===== src/design/rcfb_pkg.sv =====
// Package for the RGB color fade blender: widths, config register codes
// and the pipeline payload structs. No dependencies.
`timescale 1ns / 1ps
package rcfb_pkg;

  localparam int unsigned ChanW       = 8;
  localparam int unsigned NumChan     = 3;
  localparam int unsigned ColorW      = ChanW * NumChan;
  localparam int unsigned StepW       = 16;
  localparam int unsigned NumW        = ChanW + StepW;     // numerator width
  localparam int unsigned QBitsPerStg = 2;                 // quotient bits per stage
  localparam int unsigned DivStages   = ChanW / QBitsPerStg;

  // config register indexes
  localparam logic REG_TARGET_COLOR = 1'b0;
  localparam logic REG_STEP_COUNT   = 1'b1;

  // front stage: operands before the multiplies
  typedef struct packed {
    logic [ColorW-1:0] src;
    logic [ColorW-1:0] tgt;
    logic [StepW-1:0]  k;
    logic [StepW-1:0]  nk;      // count - step
    logic [StepW-1:0]  n;
    logic              bypass;  // count zero or step at/past count
  } front_t;

  // division pipeline word: per channel {partial remainder, numerator/quotient bits}
  typedef struct packed {
    logic [NumChan-1:0][NumW-1:0] acc;
    logic [StepW-1:0]             divisor;
    logic [ColorW-1:0]            tgt;
    logic                         bypass;
  } pipe_t;

endpackage


===== src/design/rcfb_mix.sv =====
// Two front pipeline stages: operand prep (count - step, bypass flag),
// then per-channel products and numerator sum. Depends on rcfb_pkg.
`timescale 1ns / 1ps
module rcfb_mix (
  input  logic                         clk_i,
  input  logic                         rst_ni,
  input  logic                         valid_i,
  output logic                         ready_o,
  input  logic [rcfb_pkg::ColorW-1:0]  src_i,
  input  logic [rcfb_pkg::StepW-1:0]   step_i,
  input  logic [rcfb_pkg::ColorW-1:0]  tgt_i,
  input  logic [rcfb_pkg::StepW-1:0]   count_i,
  output logic                         valid_o,
  input  logic                         ready_i,
  output rcfb_pkg::pipe_t              data_o
);

  logic             a_valid_q;
  logic             a_ready;
  rcfb_pkg::front_t a_d, a_q;
  logic             b_valid_q;
  rcfb_pkg::pipe_t  b_d, b_q;

  // stage A
  assign a_ready = !a_valid_q || !b_valid_q || ready_i;
  assign ready_o = a_ready;

  always_comb begin
    a_d.src    = src_i;
    a_d.tgt    = tgt_i;
    a_d.k      = step_i;
    a_d.n      = count_i;
    a_d.nk     = count_i - step_i;
    a_d.bypass = (count_i == '0) || (step_i >= count_i);
  end

  always_ff @(posedge clk_i or negedge rst_ni) begin
    if (!rst_ni) begin
      a_valid_q <= 1'b0;
    end else if (a_ready) begin
      a_valid_q <= valid_i;
    end
  end

  always_ff @(posedge clk_i) begin
    if (valid_i && a_ready) begin
      a_q <= a_d;
    end
  end

  // stage B: s*(n-k) + t*k per channel
  always_comb begin
    logic [rcfb_pkg::NumW-1:0] p_src;
    logic [rcfb_pkg::NumW-1:0] p_tgt;
    for (int ch = 0; ch < rcfb_pkg::NumChan; ch++) begin
      p_src = {{rcfb_pkg::StepW{1'b0}}, a_q.src[ch*rcfb_pkg::ChanW +: rcfb_pkg::ChanW]}
              * {{rcfb_pkg::ChanW{1'b0}}, a_q.nk};
      p_tgt = {{rcfb_pkg::StepW{1'b0}}, a_q.tgt[ch*rcfb_pkg::ChanW +: rcfb_pkg::ChanW]}
              * {{rcfb_pkg::ChanW{1'b0}}, a_q.k};
      b_d.acc[ch] = p_src + p_tgt;
    end
    b_d.divisor = a_q.n;
    b_d.tgt     = a_q.tgt;
    b_d.bypass  = a_q.bypass;
  end

  always_ff @(posedge clk_i or negedge rst_ni) begin
    if (!rst_ni) begin
      b_valid_q <= 1'b0;
    end else if (!b_valid_q || ready_i) begin
      b_valid_q <= a_valid_q;
    end
  end

  always_ff @(posedge clk_i) begin
    if (a_valid_q && (!b_valid_q || ready_i)) begin
      b_q <= b_d;
    end
  end

  assign valid_o = b_valid_q;
  assign data_o  = b_q;

endmodule


===== src/design/rcfb_div_stage.sv =====
// One restoring-division stage: retires QBitsPerStg quotient bits for all
// three channels. Depends on rcfb_pkg.
`timescale 1ns / 1ps
module rcfb_div_stage (
  input  logic            clk_i,
  input  logic            rst_ni,
  input  logic            valid_i,
  output logic            ready_o,
  input  rcfb_pkg::pipe_t data_i,
  output logic            valid_o,
  input  logic            ready_i,
  output rcfb_pkg::pipe_t data_o
);

  logic            valid_q;
  rcfb_pkg::pipe_t data_d, data_q;

  assign ready_o = !valid_q || ready_i;

  // acc = {rem, low}; shift one numerator bit into rem, quotient bit into low
  always_comb begin
    logic [rcfb_pkg::StepW:0]  trial;
    logic [rcfb_pkg::NumW-1:0] acc;
    logic                      qbit;
    data_d = data_i;
    for (int ch = 0; ch < rcfb_pkg::NumChan; ch++) begin
      acc = data_i.acc[ch];
      for (int b = 0; b < rcfb_pkg::QBitsPerStg; b++) begin
        trial = {acc[rcfb_pkg::NumW-1:rcfb_pkg::ChanW], acc[rcfb_pkg::ChanW-1]};
        qbit  = (trial >= {1'b0, data_i.divisor});
        if (qbit) begin
          trial = trial - {1'b0, data_i.divisor};
        end
        acc = {trial[rcfb_pkg::StepW-1:0], acc[rcfb_pkg::ChanW-2:0], qbit};
      end
      data_d.acc[ch] = acc;
    end
  end

  always_ff @(posedge clk_i or negedge rst_ni) begin
    if (!rst_ni) begin
      valid_q <= 1'b0;
    end else if (ready_o) begin
      valid_q <= valid_i;
    end
  end

  always_ff @(posedge clk_i) begin
    if (valid_i && ready_o) begin
      data_q <= data_d;
    end
  end

  assign valid_o = valid_q;
  assign data_o  = data_q;

endmodule


===== src/design/rgb_color_fade_blend.sv =====
// RGB888 color fade blender, top level. Throughput one beat per clock while
// the output is not stalled, set by the fully pipelined 2-bit-per-stage
// divider (4 divide stages after 2 front stages).
// Reset (rst_ni, async active low) empties the pipeline and clears
// target_color and step_count to zero. Depends on rcfb_pkg, rcfb_mix,
// rcfb_div_stage.
`timescale 1ns / 1ps
module rgb_color_fade_blend (
  input  logic                         clk_i,
  input  logic                         rst_ni,
  // config write port: index 0 target_color, 1 step_count
  input  logic                         cfg_we_i,
  input  logic                         cfg_addr_i,
  input  logic [rcfb_pkg::ColorW-1:0]  cfg_wdata_i,
  // input stream
  input  logic                         s_axis_tvalid,
  output logic                         s_axis_tready,
  input  logic [39:0]                  s_axis_tdata,  // [23:0] source_color, [39:24] step_idx
  // output stream
  output logic                         m_axis_tvalid,
  input  logic                         m_axis_tready,
  output logic [23:0]                  m_axis_tdata   // [23:0] blended_color
);

  // Config registers. The user must write them only while idle, so items in
  // flight never see a change; the block itself does not enforce this.
  logic [rcfb_pkg::ColorW-1:0] target_q;
  logic [rcfb_pkg::StepW-1:0]  count_q;

  always_ff @(posedge clk_i or negedge rst_ni) begin
    if (!rst_ni) begin
      target_q <= '0;
      count_q  <= '0;
    end else if (cfg_we_i) begin
      case (cfg_addr_i)
        rcfb_pkg::REG_TARGET_COLOR: target_q <= cfg_wdata_i;
        rcfb_pkg::REG_STEP_COUNT:   count_q  <= cfg_wdata_i[rcfb_pkg::StepW-1:0];
        default: ;
      endcase
    end
  end

  // Stage chain: each stage holds its beat until the next one has room,
  // so bubbles close up and a stalled output loses nothing.
  logic            vld   [rcfb_pkg::DivStages+1];
  logic            rdy   [rcfb_pkg::DivStages+1];
  rcfb_pkg::pipe_t word  [rcfb_pkg::DivStages+1];

  // Front end: numerator = src*(n-k) + tgt*k per channel
  rcfb_mix u_mix (
    .clk_i   (clk_i),
    .rst_ni  (rst_ni),
    .valid_i (s_axis_tvalid),
    .ready_o (s_axis_tready),
    .src_i   (s_axis_tdata[rcfb_pkg::ColorW-1:0]),
    .step_i  (s_axis_tdata[rcfb_pkg::ColorW +: rcfb_pkg::StepW]),
    .tgt_i   (target_q),
    .count_i (count_q),
    .valid_o (vld[0]),
    .ready_i (rdy[0]),
    .data_o  (word[0])
  );

  // Divider: numerator < 256*n whenever not bypassed, so the quotient
  // fits 8 bits and the partial remainder stays below n.
  for (genvar i = 0; i < rcfb_pkg::DivStages; i++) begin : g_div
    rcfb_div_stage u_div (
      .clk_i   (clk_i),
      .rst_ni  (rst_ni),
      .valid_i (vld[i]),
      .ready_o (rdy[i]),
      .data_i  (word[i]),
      .valid_o (vld[i+1]),
      .ready_i (rdy[i+1]),
      .data_o  (word[i+1])
    );
  end

  assign rdy[rcfb_pkg::DivStages] = m_axis_tready;
  assign m_axis_tvalid            = vld[rcfb_pkg::DivStages];

  // Quotients sit in the low byte of each channel's word. Zero count or
  // step at/past count passes the target through.
  always_comb begin
    if (word[rcfb_pkg::DivStages].bypass) begin
      m_axis_tdata = word[rcfb_pkg::DivStages].tgt;
    end else begin
      for (int ch = 0; ch < rcfb_pkg::NumChan; ch++) begin
        m_axis_tdata[ch*rcfb_pkg::ChanW +: rcfb_pkg::ChanW] =
          word[rcfb_pkg::DivStages].acc[ch][rcfb_pkg::ChanW-1:0];
      end
    end
  end

endmodule


===== config.mk =====
export PLATFORM = sky130hd
export DESIGN_NAME = rgb_color_fade_blend
export DESIGN_NICKNAME = d
export VERILOG_FILES = /design/src/design/rcfb_pkg.sv /design/src/design/rcfb_mix.sv /design/src/design/rcfb_div_stage.sv /design/src/design/rgb_color_fade_blend.sv
export SDC_FILE = /design/constraint.sdc
export NUM_CORES = 2
export LEC_CHECK = 0
export ABC_CLOCK_PERIOD_IN_PS = 8350
export BUFFER_PORTS_ARGS = -buffer_cell sky130_fd_sc_hd__buf_2
export CAP_MARGIN = 20
export CORE_UTILIZATION = 63
export DETAILED_ROUTE_END_ITERATION = 10
export PLACE_DENSITY = 0.91
export SYNTH_ARGS = -nofsm -noshare
export SYNTH_HDL_FRONTEND = slang
export SYNTH_SLANG_ARGS = --single-unit

===== constraint.sdc =====
create_clock -name clk_i -period 8.35 [get_ports clk_i]
set_clock_uncertainty 0.1 [all_clocks]
set_input_delay 0.835 -clock clk_i [delete_from_list [all_inputs] [get_ports clk_i]]
set_output_delay 0.835 -clock clk_i [all_outputs]
set_load 0.005 [all_outputs]

==> flow_summary.yaml <==
detailed_routing:
  wl_per_cell_um: 22.86
  drc: 0
  first_pass_iters: 9
  via_per_inst: 6.251
  routed_wl_um: 173500
  dr_total_vias: 47440
  drtAntennaViolNets: 0
  dr.first_iter.drc_count: 4259
place:
  dp_cells: 7454
  io_buffers: 95
  place.gp.congestion: 0.9825
  dp_hpwl_um: 127600
clock_network:
  hold_buffers: 0
  post_cts_resized: 0
  clock_path_buffers: 3
  clk_pin_slew_ns: 0.07
  tritoncts: "done"
  htreeDepth: 3
  root_buffer: "clkbuf_16"
  clk-insertion-delay-late_ns: 0.66
  cts.sinks: 644
  cts_buffers: 71
  postCtsSetupBuffers: 0
synthesis:
  ys_ff_latch: 644
  synthTopCellsByCount: "inv_1 (899), fa_1 (646), ha_1 (613)"
  post-synth-top-area-fraction_pct: 28.11
  netlist_instances: 6110
  netlist_area_um2: 63880
  synthDistinctLibCells: 95
  ys_warn_count: 0
  avgSynthCellArea_um2: 10.46
  synth_area_leaders: "edfxtp_1 (28%), fa_1 (20%), ha_1 (12%)"
  synth_edf_count: 598
  yosysMostFrequentCell: "inv_1"
  synth_top_area_cell: "edfxtp_1"
  synth_async_sr_flop_share_pct: 7.143
  syn-num-nets: 7439
  synth_seq_area_share_pct: 29.91
  synth_ff_type: "edfxtp_1"
setup_path:
  critPathRequiredTime_ns: 8.65
  cp-end-kind: "flop"
  worstSetupStartpointType: "flop"
  crit_fanout: 24
  path_class: "reg -> reg"
  reg2regPathDepth: 19
  critPathArrivalTime_ns: 7.95
  reg2reg_slack_ns: 0.70
die:
  die_y_um: 320.4
  dieWidth_um: 320.4
  core.rowCount: 116
  core_area_um2: 100300
  fp.dieArea_um2: 102700
  ios: 96
  start_util_pct: 63.70
timing:
  relSlewSlack_pct: 16.61
  tightestPinTransition_ns: 1.251
  report.final.slew_viol_count: 0
  fin_setup_tns_ns: 0
  setup_viol: 0
  hold_viol: 0
  min_period_ns: 7.647
  max_freq_ghz: 0.1308
  rsz0062_at_grt: "no"
  period_share_pct: 91.58
flow_run:
  drv_cap: 0
cells_and_area:
  fin_util_pct: 68.16
  syn_to_final_growth_pct: 7.008
  final_cells: 7590
  fillers: 6780
  drive_above_1_share_pct: 9.295
  nets: 7502
global_route:
  grt_pass1_vias: 50200
  grt_pass1_wl_um: 270100
  grt-ovfl-total: 0
  track_usage_pct: 34.15
  grt_max_degree: 76
  grt_antenna_before_repair: 8
min_path:
  whs_path_depth: 1
  min_path_type: "in -> reg"
run_status:
  status: "completed"
through the flow:
stage	hold WS (ns)	cell area [um2]	worst slack (ns)
CTS	0.2436	68290	1.000
detailed placement	0.3045	65830	1.096
global route	0.2445	68350	0.6690
finish	0.2563	68360	0.7033
floorplan	0.3003	63880	1.535
global placement	0.3006	65820	1.308
metal layers:
| metal | wire (um) | global-route usage (%) |
|---|---|---|
| met2 | 80340 | 55.73 |
| met3 | 16990 | 7.470 |
| met1 | 59780 | 39.01 |
| met5 | 80 | 0 |
| met4 | 16320 | 27.08 |
cells by family after synthesis:
family | count (synthesis) | synth area share [%]
adder cells (fa/ha/maj) | 1259 | 32.25
XOR/XNOR | 334 | 4.579
AND/OR/NAND/NOR | 1572 | 12.03
flip-flops | 644 | 29.91
buffers and inverters | 1060 | 6.324
AO/OA/AOI/OAI | 947 | 9.674
multiplexers | 294 | 5.230
critical path: stages (launching register included):
cell	delay, ns
edfxtp_1	1.13
nand2_1	0.21
fa_1	0.62
inv_1	0.08
fa_1	0.55
fa_1	0.64
fa_1	0.45
fa_1	0.49
inv_1	0.05
fa_1	0.47
inv_1	0.04
ha_1	0.37
nand2_1	0.10
o311ai_0	0.74
nand3_1	0.23
o21ai_0	0.49
a21oi_1	0.19
o21bai_1	0.16
a21oi_1	0.09
xnor2_1	0.14
final timing paths:
| path | start | to |
|---|---|---|
| max | u_mix.a_q[20] | u_mix.data_o[111] |
| min | s_axis_tdata[14] | u_mix.a_q[87] |
| max reg2reg | u_mix.a_q[20] | u_mix.data_o[111] |
| min reg2reg | g_div[0].u_div.data_o[89] | g_div[1].u_div.data_o[91] |
| max in group asynchronous | rst_ni | target_q[19] |
| min in group asynchronous | rst_ni | count_q[12] |
flip-flops by register name, indices dropped and copies added, names as in the netlist:
name,cells
g_div.u_div.valid_o,4
u_mix.a_valid_q,1
target_q,24
u_mix.a_q,97
u_mix.valid_o,1
u_mix.data_o,113
count_q,16
g_div.u_div.data_o,388
final cells by class:
class,count,area (um2),share of cell area [%]
Multi-Input combinational cell,4406,40780,59.65
Clock buffer,83,1862,2.724
Inverter,901,3382,4.947
Clock inverter,46,600.6,0.8786
Sequential cell,644,19110,27.95
Tap cell,1357,1698,2.484
Antenna cell,4,10.01,0.01464
Timing Repair Buffer,149,919.6,1.345
layout by cell type, fill, tap and decap left out, types with 46 or more instances in the layout:
master,instances
o21ai_0,184
clkbuf_16,71
nor2b_1,60
ha_1,613
nand2b_1,47
inv_1,899
mux2_2,241
buf_2,95
xnor2_1,232
nor2_1,221
dfrtp_1,46
fa_1,646
nand2_1,602
o21a_1,62
edfxtp_1,598
buf_4,50
nand4_1,61
nand3_1,61
and2_1,356
xor2_1,102
nor3_1,57
a21o_1,133
a21oi_1,288
Power is left out: the tool's default activity adds up to more than one toggle a clock period on the data nets, which glitch-free logic cannot reach.
